==> config.mk <==
export PLATFORM = sky130hd
export DESIGN_NAME = pulse_width_frame_transmitter_top
export DESIGN_NICKNAME = d
export VERILOG_FILES = /design/src/hw/rtl/pwft_pkg.sv /design/src/hw/rtl/pulse_width_frame_transmitter_top.sv /design/src/hw/rtl/pwft_ctrl.sv /design/src/hw/rtl/pwft_datapath.sv
export SDC_FILE = /design/constraint.sdc
export NUM_CORES = 1
export LEC_CHECK = 0
export BUFFER_PORTS_ARGS = -buffer_cell sky130_fd_sc_hd__buf_2
export CAP_MARGIN = 25
export CORE_MARGIN = 4
export CORE_UTILIZATION = 60
export DETAILED_ROUTE_END_ITERATION = 8
export PLACE_DENSITY = 0.84
export SYNTH_ARGS = -nofsm -noshare
export SYNTH_HDL_FRONTEND = slang
export SYNTH_SLANG_ARGS = --single-unit
==> constraint.sdc <==
create_clock -name clock -period 4.4 [get_ports clock]
set_clock_uncertainty 0.15 [all_clocks]
set_input_delay 0.22 -clock clock [delete_from_list [all_inputs] [get_ports clock]]
set_output_delay 0.22 -clock clock [all_outputs]
set_load 0.05 [all_outputs]
==> src/hw/rtl/pwft_pkg.sv <==
package pwft_pkg;

   // Field widths of the streams and the register port.
   localparam int TimeWidth  = 16;
   localparam int KindWidth  = 3;
   localparam int CountWidth = 6;
   localparam int IndexWidth = 2;

   // Pulse kinds as they travel on the result stream.
   localparam logic [KindWidth-1:0] KIND_PREAMBLE = 3'd0;
   localparam logic [KindWidth-1:0] KIND_START    = 3'd1;
   localparam logic [KindWidth-1:0] KIND_ZERO     = 3'd2;
   localparam logic [KindWidth-1:0] KIND_ONE      = 3'd3;
   localparam logic [KindWidth-1:0] KIND_STOP     = 3'd4;

   // Register indexes on the register write port.
   localparam logic [IndexWidth-1:0] REG_SHORT_TIME     = 2'd0;
   localparam logic [IndexWidth-1:0] REG_LONG_TIME      = 2'd1;
   localparam logic [IndexWidth-1:0] REG_FRAME_TIME     = 2'd2;
   localparam logic [IndexWidth-1:0] REG_PREAMBLE_COUNT = 2'd3;

   // Register reset values.
   localparam logic [TimeWidth-1:0]  SHORT_TIME_RESET     = 16'd68;
   localparam logic [TimeWidth-1:0]  LONG_TIME_RESET      = 16'd136;
   localparam logic [TimeWidth-1:0]  FRAME_TIME_RESET     = 16'd272;
   localparam logic [CountWidth-1:0] PREAMBLE_COUNT_RESET = 6'd32;

   // Largest preamble that is sent, and the number of bit pulses per byte.
   localparam logic [CountWidth-1:0] MAX_PREAMBLE = 6'd32;
   localparam logic [CountWidth-1:0] BITS_PER_BYTE = 6'd8;

   // Commands from the controller to the datapath.
   typedef struct packed {
      logic                 load_item;  // capture the accepted word
      logic                 load_bits;  // pulse counter gets the bit count
      logic                 count_down; // pulse counter steps down
      logic                 shift;      // next data bit to the top
      logic                 emit;       // write one pulse into the output register
      logic [KindWidth-1:0] kind;       // kind of the pulse written
      logic                 last;       // pulse closes the current word
   } cmd_type;

   // Status from the datapath to the controller.
   typedef struct packed {
      logic out_free;     // output register can take a pulse this cycle
      logic pre_zero;     // configured preamble is empty
      logic count_one;    // pulse counter is at its final step
      logic bit_msb;      // data bit that is sent next
      logic item_last;    // captured word closes a frame
   } status_type;

endpackage

==> src/hw/rtl/pulse_width_frame_transmitter_top.sv <==
// Channel   Direction  Handshake               Payload
// req       in         req_tvalid/req_tready   tdata: data_byte; tuser: first_of_frame;
//                                              tlast: last_of_frame
// rsp       out        rsp_tvalid/rsp_tready   tdata: high_time, low_time;
//                                              tuser: pulse_kind; tlast: last_pulse
// csr       in         csr_valid/csr_ready     csr_index, csr_data
//
// A word is accepted while idle, then one pulse leaves per cycle through the output
// register while rsp_tready does not stall it: eight bit pulses for a plain byte, one
// more with a stop pulse, and n + 1 more for a frame opener with a preamble of n pulses.
// The output register lets the last pulse of one word wait while the next word is taken.
// A stalled rsp_tready holds the pulse sequencer; reset is synchronous, active high,
// and restores the register defaults.
module pulse_width_frame_transmitter_top (
   input  logic                            clock,
   input  logic                            reset,
   input  logic                            req_tvalid,
   output logic                            req_tready,
   input  logic [7:0]                      req_tdata,   // [7:0] data_byte
   input  logic                            req_tuser,   // [0] first_of_frame
   input  logic                            req_tlast,   // last_of_frame
   output logic                            rsp_tvalid,
   input  logic                            rsp_tready,
   output logic [31:0]                     rsp_tdata,   // [15:0] high_time, [31:16] low_time
   output logic [pwft_pkg::KindWidth-1:0]  rsp_tuser,   // [2:0] pulse_kind
   output logic                            rsp_tlast,   // last_pulse
   input  logic                            csr_valid,
   output logic                            csr_ready,
   input  logic [pwft_pkg::IndexWidth-1:0] csr_index,
   input  logic [pwft_pkg::TimeWidth-1:0]  csr_data
);
   import pwft_pkg::*;

   cmd_type              cmd;
   status_type           status;
   logic [TimeWidth-1:0] high_time;
   logic [TimeWidth-1:0] low_time;

   // Sequencer for preamble, start, bit and stop pulses.
   pwft_ctrl u_ctrl (
      .clock      (clock),
      .reset      (reset),
      .req_tvalid (req_tvalid),
      .req_first  (req_tuser),
      .req_tready (req_tready),
      .status     (status),
      .cmd        (cmd)
   );

   // Registers, captured word, pulse counter and output register.
   pwft_datapath u_datapath (
      .clock         (clock),
      .reset         (reset),
      .csr_valid     (csr_valid),
      .csr_ready     (csr_ready),
      .csr_index     (csr_index),
      .csr_data      (csr_data),
      .req_data_byte (req_tdata),
      .req_first     (req_tuser),
      .req_last      (req_tlast),
      .rsp_tvalid    (rsp_tvalid),
      .rsp_tready    (rsp_tready),
      .rsp_high_time (high_time),
      .rsp_low_time  (low_time),
      .rsp_kind      (rsp_tuser),
      .rsp_last      (rsp_tlast),
      .cmd           (cmd),
      .status        (status)
   );

   assign rsp_tdata = {low_time, high_time};

endmodule

==> src/hw/rtl/pwft_ctrl.sv <==
module pwft_ctrl (
   input  logic                 clock,
   input  logic                 reset,
   input  logic                 req_tvalid,
   input  logic                 req_first,
   output logic                 req_tready,
   input  pwft_pkg::status_type status,
   output pwft_pkg::cmd_type    cmd
);
   import pwft_pkg::*;

   localparam logic [2:0] ST_IDLE  = 3'd0;
   localparam logic [2:0] ST_PRE   = 3'd1;
   localparam logic [2:0] ST_START = 3'd2;
   localparam logic [2:0] ST_BITS  = 3'd3;
   localparam logic [2:0] ST_STOP  = 3'd4;

   logic [2:0] state_ff;
   logic [2:0] state_in;

   // Next state and commands; every pulse waits for room in the output register.
   always_comb begin
      state_in       = state_ff;
      req_tready     = 1'b0;
      cmd            = '0;
      cmd.kind       = KIND_PREAMBLE;
      case (state_ff)
         ST_IDLE: begin
            req_tready = 1'b1;
            if (req_tvalid) begin
               cmd.load_item = 1'b1;
               if (!req_first) begin
                  state_in = ST_BITS;
               end else if (status.pre_zero) begin
                  state_in = ST_START;
               end else begin
                  state_in = ST_PRE;
               end
            end
         end
         ST_PRE: begin
            if (status.out_free) begin
               cmd.emit       = 1'b1;
               cmd.kind       = KIND_PREAMBLE;
               cmd.count_down = 1'b1;
               if (status.count_one) begin
                  state_in = ST_START;
               end
            end
         end
         ST_START: begin
            if (status.out_free) begin
               cmd.emit      = 1'b1;
               cmd.kind      = KIND_START;
               cmd.load_bits = 1'b1;
               state_in      = ST_BITS;
            end
         end
         ST_BITS: begin
            if (status.out_free) begin
               cmd.emit       = 1'b1;
               cmd.kind       = status.bit_msb ? KIND_ONE : KIND_ZERO;
               cmd.shift      = 1'b1;
               cmd.count_down = 1'b1;
               cmd.last       = status.count_one & ~status.item_last;
               if (status.count_one) begin
                  state_in = status.item_last ? ST_STOP : ST_IDLE;
               end
            end
         end
         ST_STOP: begin
            if (status.out_free) begin
               cmd.emit = 1'b1;
               cmd.kind = KIND_STOP;
               cmd.last = 1'b1;
               state_in = ST_IDLE;
            end
         end
         default: begin
            state_in = ST_IDLE;
         end
      endcase
   end

   always_ff @(posedge clock) begin
      if (reset) begin
         state_ff <= ST_IDLE;
      end else begin
         state_ff <= state_in;
      end
   end

endmodule

==> src/hw/rtl/pwft_datapath.sv <==
module pwft_datapath (
   input  logic                                  clock,
   input  logic                                  reset,
   input  logic                                  csr_valid,
   output logic                                  csr_ready,
   input  logic [pwft_pkg::IndexWidth-1:0]       csr_index,
   input  logic [pwft_pkg::TimeWidth-1:0]        csr_data,
   input  logic [7:0]                            req_data_byte,
   input  logic                                  req_first,
   input  logic                                  req_last,
   output logic                                  rsp_tvalid,
   input  logic                                  rsp_tready,
   output logic [pwft_pkg::TimeWidth-1:0]        rsp_high_time,
   output logic [pwft_pkg::TimeWidth-1:0]        rsp_low_time,
   output logic [pwft_pkg::KindWidth-1:0]        rsp_kind,
   output logic                                  rsp_last,
   input  pwft_pkg::cmd_type                     cmd,
   output pwft_pkg::status_type                  status
);
   import pwft_pkg::*;

   logic [TimeWidth-1:0]  short_time_ff;
   logic [TimeWidth-1:0]  long_time_ff;
   logic [TimeWidth-1:0]  frame_time_ff;
   logic [CountWidth-1:0] preamble_count_ff;
   logic [CountWidth-1:0] preamble_sat;

   logic [7:0]            byte_ff;
   logic [7:0]            byte_in;
   logic                  last_ff;
   logic                  last_in;
   logic [CountWidth-1:0] count_ff;
   logic [CountWidth-1:0] count_in;

   logic                  valid_ff;
   logic                  valid_in;
   logic [TimeWidth-1:0]  high_ff;
   logic [TimeWidth-1:0]  high_in;
   logic [TimeWidth-1:0]  low_ff;
   logic [TimeWidth-1:0]  low_in;
   logic [KindWidth-1:0]  kind_ff;
   logic                  rlast_ff;

   // Register writes are always taken.
   assign csr_ready = 1'b1;

   always_ff @(posedge clock) begin
      if (reset) begin
         short_time_ff     <= SHORT_TIME_RESET;
         long_time_ff      <= LONG_TIME_RESET;
         frame_time_ff     <= FRAME_TIME_RESET;
         preamble_count_ff <= PREAMBLE_COUNT_RESET;
      end else if (csr_valid) begin
         case (csr_index)
            REG_SHORT_TIME:     short_time_ff     <= csr_data;
            REG_LONG_TIME:      long_time_ff      <= csr_data;
            REG_FRAME_TIME:     frame_time_ff     <= csr_data;
            REG_PREAMBLE_COUNT: preamble_count_ff <= csr_data[CountWidth-1:0];
            default: begin
            end
         endcase
      end
   end

   // Preamble lengths above the maximum are clamped.
   assign preamble_sat = (preamble_count_ff > MAX_PREAMBLE) ? MAX_PREAMBLE
                                                            : preamble_count_ff;

   // Captured word and the pulse counter for preamble and bits.
   always_comb begin
      byte_in  = byte_ff;
      last_in  = last_ff;
      count_in = count_ff;
      if (cmd.load_item) begin
         byte_in  = req_data_byte;
         last_in  = req_last;
         count_in = req_first ? preamble_sat : BITS_PER_BYTE;
      end else begin
         if (cmd.shift) begin
            byte_in = {byte_ff[6:0], 1'b0};
         end
         if (cmd.load_bits) begin
            count_in = BITS_PER_BYTE;
         end else if (cmd.count_down) begin
            count_in = count_ff - CountWidth'(1);
         end
      end
   end

   always_ff @(posedge clock) begin
      byte_ff  <= byte_in;
      last_ff  <= last_in;
      count_ff <= count_in;
   end

   // Pulse times by kind.
   always_comb begin
      case (cmd.kind)
         KIND_PREAMBLE: begin
            high_in = short_time_ff;
            low_in  = short_time_ff;
         end
         KIND_START: begin
            high_in = frame_time_ff;
            low_in  = frame_time_ff;
         end
         KIND_ONE: begin
            high_in = long_time_ff;
            low_in  = short_time_ff;
         end
         KIND_STOP: begin
            high_in = frame_time_ff;
            low_in  = '0;
         end
         default: begin
            high_in = short_time_ff;
            low_in  = short_time_ff;
         end
      endcase
   end

   // Output register; a waiting pulse is released by rsp_tready.
   assign valid_in = cmd.emit ? 1'b1 : (rsp_tready ? 1'b0 : valid_ff);

   always_ff @(posedge clock) begin
      if (reset) begin
         valid_ff <= 1'b0;
      end else begin
         valid_ff <= valid_in;
      end
   end

   always_ff @(posedge clock) begin
      if (cmd.emit) begin
         high_ff  <= high_in;
         low_ff   <= low_in;
         kind_ff  <= cmd.kind;
         rlast_ff <= cmd.last;
      end
   end

   assign rsp_tvalid    = valid_ff;
   assign rsp_high_time = high_ff;
   assign rsp_low_time  = low_ff;
   assign rsp_kind      = kind_ff;
   assign rsp_last      = rlast_ff;

   // Status back to the controller.
   assign status.out_free  = ~valid_ff | rsp_tready;
   assign status.pre_zero  = (preamble_sat == '0);
   assign status.count_one = (count_ff == CountWidth'(1));
   assign status.bit_msb   = byte_ff[7];
   assign status.item_last = last_ff;

endmodule
==> flow_metrics.env, run 1 <==
export IMPL_vias=3608
export IMPL_numCtsBuffers=9
export IMPL_design_area_um2=5430
export IMPL_antennaDiodeCount=0
export IMPL_cp_slowest_stage_delay_ns=0.58
export IMPL_crit_type="flip-flop to flip-flop"
export IMPL_power_density_nw_per_um2=480
export IMPL_clk_latency_ns=0.37
export IMPL_routed_wl_um=10400
export IMPL_cts_htree_levels=3
export IMPL_synth_edf_count=51
export IMPL_cp_end_kind="flip-flop"
export IMPL_drt_pre_antenna_iters=5
export IMPL_area_growth_pct=17.7
export IMPL_first_global_vias=3372
export IMPL_max_slew_margin_pct=34.5
export IMPL_cts_tree="built"
export IMPL_clk_pin_slew_ns=0.10
export IMPL_synth_top_cells_by_area="edfxtp_1 (33%), dfxtp_1 (25%), nand2_1 (9.8%), a21oi_1 (5.0%), a22o_1 (4.9%)"
export IMPL_yosysUniqueCellTypes=48
export IMPL_fillerInstances=525
export IMPL_cp_cell_sequence="nand2_1 > nor4b_4 > buf_6 > nor2_4 > a21o_2"
export IMPL_r2r_slack_ns=2.16
export IMPL_grt_max_degree=58
export IMPL_ios=72
export IMPL_crit_end="u_datapath.rsp_high_time[2]"
export IMPL_finalCritPeriodShare_pct=51.0
export IMPL_totalNegativeSetupSlack_ns=0
export IMPL_arrival_ns=2.23
export IMPL_cts_root_buffer_cell="clkbuf_8"
export IMPL_die_area_um2=9160
export IMPL_cts_path_max_buffers=2
export IMPL_post_dp_hpwl_um=6450
export IMPL_fmax_mhz=446
export IMPL_syn_area_um2=4610
export IMPL_rsz0062_at_grt="no"
export IMPL_syn_area_per_cell_um2=10.3
export IMPL_slowest_stage="nor4b_4"
export IMPL_path_max_fanout=16
export IMPL_drv_slew=0
export IMPL_core_um2=7370
export IMPL_gp_congestion=0.802
export IMPL_synth_seq_cells=109
export IMPL_syn_inst=447
export IMPL_yosysTopAreaCell="edfxtp_1"
export IMPL_p_leak_nw=2.27
export IMPL_drive_gt1_share_pct=21.6
export IMPL_wl_per_cell_um=16.3
export IMPL_initial_core_util_pct=62.6
export IMPL_cap_violations=0
export IMPL_vdd_drop_max_mv=0.233
export IMPL_post_cts_buffers=0
export IMPL_required_ns=4.38
export IMPL_cts_resized_gates=0
export IMPL_ys_async_sr_fraction_pct=0
export IMPL_r2r_end="u_datapath.rsp_high_time[2]"
export IMPL_portBuffers=70
export IMPL_fp_row_count=31
export IMPL_synth_top_area_share_pct=33.2
export IMPL_dpl_instance_area_um2=4960
export IMPL_clock_sinks=109
export IMPL_hp_class="input pin to flip-flop"
export IMPL_die_w_um=95.7
export IMPL_yosysWarnings=0
export IMPL_worst_slew_pin_slew_ns=0.982
export IMPL_drc=0
export IMPL_viasPerCell=5.68
export IMPL_synthFlopType="dfxtp_1"
export IMPL_finalCriticalPeriod_ns=2.24
export IMPL_final_nets=566
export IMPL_grt_overflow=0
export IMPL_synth_nets=482
export IMPL_ant_nets=0
export IMPL_cp_start_kind="flip-flop"
export IMPL_final_hold_violation_count=0
export IMPL_seq_area_frac_synth_pct=58.4
export IMPL_grt_pass1_wl_um=16500
export IMPL_status="completed"
export IMPL_antenna_found_initial=0
export IMPL_worstReg2RegStart="u_ctrl.state_ff[1]"
export IMPL_dieHeight_um=95.7
export IMPL_track_usage_pct=23.5
export IMPL_drt_iter0_drc=249
export IMPL_rr_worst_depth=5
export IMPL_holdPathStages=2
export IMPL_crit_start="u_ctrl.state_ff[1]"
export IMPL_final_setup_viol_count=0
[worst max-delay path, delay by kind of cell, from the launching register on]
family	cells	cell delay, ns
AND/OR/NAND/NOR	3	0.88
flip-flops	1	0.51
AO/OA/AOI/OAI	1	0.23
buffers and inverters	1	0.24
[synth_stat cells, drive strengths merged, types with 2 or more instances]
cell / instances
nor2b: 3
ha: 2
a21oi: 46
dfxtp: 58
nor4b: 2
edfxtp: 51
nand2: 122
mux2i: 5
nor3: 6
a22o: 33
or2: 2
a21o: 16
xor2: 2
nor2: 16
and3: 3
inv: 6
nand2b: 3
xnor2: 4
clkbuf: 16
nand3: 9
buf: 12
nand3b: 7
o21ai: 7
[report_power, final]
| part | total (W) | internal, W | switching [W] |
|---|---|---|---|
| combinational | 0.000730 | 0.000206 | 0.000524 |
| clock | 0.000564 | 0.000213 | 0.000351 |
| sequential | 0.00131 | 0.00124 | 0.0000711 |
[logic make-up after synthesis]
kind of cell	after synthesis	synth area share, %
AO/OA/AOI/OAI	110	16.4
XOR/XNOR	6	1.14
adder cells (fa/ha/maj)	2	0.542
buffers and inverters	34	4.07
flip-flops	109	58.4
multiplexers	5	1.08
other	1	0.0813
AND/OR/NAND/NOR	180	18.3
[how the worst min path moves through the flow]
stage	start	to	slack, ns
2_1_floorplan	req_tlast	u_datapath.last_ff	0.17
3_3_place_gp	req_tlast	u_datapath.last_ff	0.25
3_5_place_dp	req_tlast	u_datapath.last_ff	0.25
4_1_cts	req_tvalid	u_datapath.byte_ff[0]	0.03
5_1_grt	req_tvalid	u_datapath.byte_ff[0]	0.04
6_report	req_tvalid	u_datapath.byte_ff[0]	0.04
[layout make-up]
type                       count  area (um2)  area share [%]
sequential                   109        2690            49.6
multi-input combinational    304        1740            32.1
timing repair buffer         101         669            12.3
clock buffer                   9         124            2.28
tap                           99         124            2.28
clock inverter                 7        55.1            1.01
inverter                       6        22.5           0.415
[through the flow]
step | instances | util, % | worst slack, ns | hold WS (ns) | power (W)
3_3_place_gp | 590 | 67.1 | 1.98 | 0.247 | 0.00201
4_1_cts | 632 | 73.1 | 1.86 | 0.0331 | 0.00259
6_report | 635 | 73.7 | 2.16 | 0.0408 | 0.00261
2_1_floorplan | 447 | - | 1.47 | 0.169 | 0.00187
5_1_grt | 635 | 73.7 | 2.05 | 0.0415 | 0.00272
3_5_place_dp | 591 | 67.2 | 1.85 | 0.249 | 0.00203
[state kept, by name, summed over array words and instances (netlist names)]
name,flops
u_datapath.rsp_last,1
u_datapath.short_time_ff,16
u_datapath.rsp_high_time,16
u_datapath.rsp_tvalid,1
u_datapath.byte_ff,8
u_datapath.frame_time_ff,16
u_ctrl.state_ff,3
u_datapath.preamble_count_ff,6
u_datapath.count_ff,6
u_datapath.last_ff,1
u_datapath.rsp_kind,3
u_datapath.rsp_low_time,16
u_datapath.long_time_ff,16
[placed cells by master (no fill, tap or decap), drive strengths merged, types with 2 or more instances in the layout]
cell type / instances
a21o: 16
nand2b: 3
buf: 76
and3: 3
mux2i: 5
clkbuf: 9
xor2: 2
o21ai: 7
nor2: 16
edfxtp: 51
nand3b: 7
a22o: 33
dfxtp: 58
inv: 10
dlygate4sd3: 25
nor4b: 2
nor3: 6
clkinv: 2
nand3: 9
nor2b: 3
nand2: 122
xnor2: 4
a21oi: 46
ha: 2
or2: 2
[what timing repair did]
action	CTS	global route
endpoints found under the hold margin	57	0
endpoints found under the setup margin	0	0
hold buffers	25	0
[metal layers]
layer | GRT usage, % | routed length (um) | vias up
met5 | 0 | 0 | -
met4 | 7.11 | 112 | 0
met3 | 5.05 | 718 | 12
met2 | 39.5 | 5180 | 136
met1 | 30.6 | 4370 | 1719
li1 | - | - | 1741
No activity file was read; power rests on OpenSTA's default activity.
==> run 2: changes to the inputs <==
--- a/config.mk
+++ b/config.mk
@@ -8,9 +8,9 @@
 export BUFFER_PORTS_ARGS = -buffer_cell sky130_fd_sc_hd__buf_2
 export CAP_MARGIN = 25
 export CORE_MARGIN = 4
-export CORE_UTILIZATION = 60
+export CORE_UTILIZATION = 56
 export DETAILED_ROUTE_END_ITERATION = 8
-export PLACE_DENSITY = 0.84
+export PLACE_DENSITY = 0.79
 export SYNTH_ARGS = -nofsm -noshare
 export SYNTH_HDL_FRONTEND = slang
 export SYNTH_SLANG_ARGS = --single-unit
==> constraint.sdc (replaced) <==
create_clock -name clock -period 2.3 [get_ports clock]
set_clock_uncertainty 0.15 [all_clocks]
set_input_delay 0.115 -clock clock [delete_from_list [all_inputs] [get_ports clock]]
set_output_delay 0.115 -clock clock [all_outputs]
set_load 0.05 [all_outputs]
==> flow_metrics.env, run 2 (same netlist as run 1, synthesis figures left out) <==
export IMPL_status="completed"
export IMPL_dieHeight_um=98.8
export IMPL_numCtsBuffers=9
export IMPL_post_dp_hpwl_um=6510
export IMPL_layout_common_cells="nand2_1 (121), buf_2 (70), dfxtp_1 (58)"
export IMPL_totalNegativeSetupSlack_ns=0
export IMPL_fmax_mhz=497
export IMPL_final_cells=648
export IMPL_wl_per_cell_um=15.3
export IMPL_p_leak_nw=2.32
export IMPL_cp_slowest_stage_delay_ns=0.63
export IMPL_grt_max_degree=40
export IMPL_initial_core_util_pct=58.5
export IMPL_p_sw_w=0.00177
export IMPL_p_sw_share_pct=35.7
export IMPL_cts_htree_levels=3
export IMPL_path_max_fanout=16
export IMPL_cp_start_kind="flip-flop"
export IMPL_cp_cell_sequence="xnor2_1 > or3_1 > a22o_1"
export IMPL_drc=0
export IMPL_comb_power_share_pct=28.5
export IMPL_hp_class="input pin to flip-flop"
export IMPL_grt_overflow=0
export IMPL_cell_internal_pwr_w=0.00319
export IMPL_routed_wl_um=9940
export IMPL_worstReg2RegStart="u_ctrl.state_ff[1]"
export IMPL_crit_end="u_datapath.rsp_low_time[1]"
export IMPL_final_hold_violation_count=0
export IMPL_slowest_stage="or3_1"
export IMPL_p_total_w=0.00496
export IMPL_utilization_pct=69.7
export IMPL_worstHoldStart="req_tvalid"
export IMPL_cp_end_kind="flip-flop"
export IMPL_seqPwrFrac_pct=50.4
export IMPL_fillerInstances=612
export IMPL_cts_path_max_buffers=2
export IMPL_grt_pass1_wl_um=16300
export IMPL_ios=72
export IMPL_fp_row_count=32
export IMPL_antennaDiodeCount=0
export IMPL_antenna_found_initial=0
export IMPL_die_w_um=98.8
export IMPL_required_ns=2.28
export IMPL_first_global_vias=3354
export IMPL_finalCriticalPeriod_ns=2.01
export IMPL_viasPerCell=5.37
export IMPL_crit_type="flip-flop to flip-flop"
export IMPL_final_common_cell="nand2_1"
export IMPL_drt_iter0_drc=218
export IMPL_dpl_cell_count=604
export IMPL_post_cts_buffers=0
export IMPL_drt_pre_antenna_iters=5
export IMPL_track_usage_pct=20.6
export IMPL_final_setup_viol_count=0
export IMPL_die_area_um2=9750
export IMPL_drv_slew=0
export IMPL_arrival_ns=1.99
export IMPL_clock_sinks=109
export IMPL_crit_start="u_ctrl.state_ff[1]"
export IMPL_cts_tree="built"
export IMPL_final_nets=576
export IMPL_p_clk_share_pct=21.1
export IMPL_finalCritPeriodShare_pct=87.5
export IMPL_clk_latency_ns=0.36
export IMPL_cap_violations=0
export IMPL_gp_congestion=0.814
export IMPL_r2r_slack_ns=0.29
export IMPL_clk_pin_slew_ns=0.11
export IMPL_area_growth_pct=19.3
export IMPL_rsz0062_at_grt="no"
export IMPL_core_um2=7890
export IMPL_cts_resized_gates=0
export IMPL_cts_root_buffer_cell="clkbuf_8"
export IMPL_portBuffers=70
export IMPL_vias=3481
export IMPL_rr_worst_depth=3
export IMPL_worst_slew_pin_slew_ns=0.710
export IMPL_drive_gt1_share_pct=22.7
export IMPL_ant_nets=0
export IMPL_fin_hold_ws_ns=0.102
export IMPL_r2r_end="u_datapath.rsp_low_time[1]"
export IMPL_power_density_nw_per_um2=902
export IMPL_max_slew_margin_pct=52.7
export IMPL_vdd_drop_max_mv=0.384
[run 2: worst min-delay path by stage]
stage	to	slack, ns	cells past startpoint
finish	u_datapath.byte_ff[3]	0.10	4
global route	u_datapath.byte_ff[4]	0.13	4
CTS	u_datapath.byte_ff[3]	0.09	4
detailed placement	u_datapath.last_ff	0.15	1
global placement	u_datapath.last_ff	0.15	1
floorplan	u_datapath.last_ff	0.06	0
[run 2: area by class of cell]
class	count	area, um2	area share (%)
Clock buffer	10	128	2.32
Multi-Input combinational cell	304	1750	31.7
Clock inverter	6	45.0	0.819
Timing Repair Buffer	111	741	13.5
Inverter	6	22.5	0.409
Tap cell	102	128	2.32
Sequential cell	109	2690	48.9
[run 2: power by group through the flow]
stage	clock, W	sequential (W)	combinational, W
global route	0.00114	0.00253	0.00152
detailed placement	0	0.00255	0.00138
CTS	0.00105	0.00250	0.00142
floorplan	0	0.00300	0.000580
global placement	0	0.00254	0.00134
finish	0.00105	0.00250	0.00141
[run 2: what timing repair did]
item                                    in CTS  in global routing
endpoints found under the setup margin       0                  0
endpoints found under the hold margin       67                  0
hold buffers                                28                  0
[run 2: layer usage]
metal  track usage [%]  part of all wire, %
met1              27.8                   45
met2              34.0                   48
met3              3.47                  5.9
met4              6.72                  1.4
met5                 0                    0
[run 2: metrics by stage]
stage | instance area [um2] | setup slack, ns
floorplan | 4630 | 0.0311
global placement | 5050 | 0.381
detailed placement | 5050 | 0.317
CTS | 5500 | 0.308
global route | 5500 | 0.225
finish | 5500 | 0.286
[run 2: critical path: cells and delay by family (launching register included)]
family	cells	cell delay, ns
AO/OA/AOI/OAI	1	0.31
XOR/XNOR	1	0.15
flip-flops	1	0.54
AND/OR/NAND/NOR	1	0.63
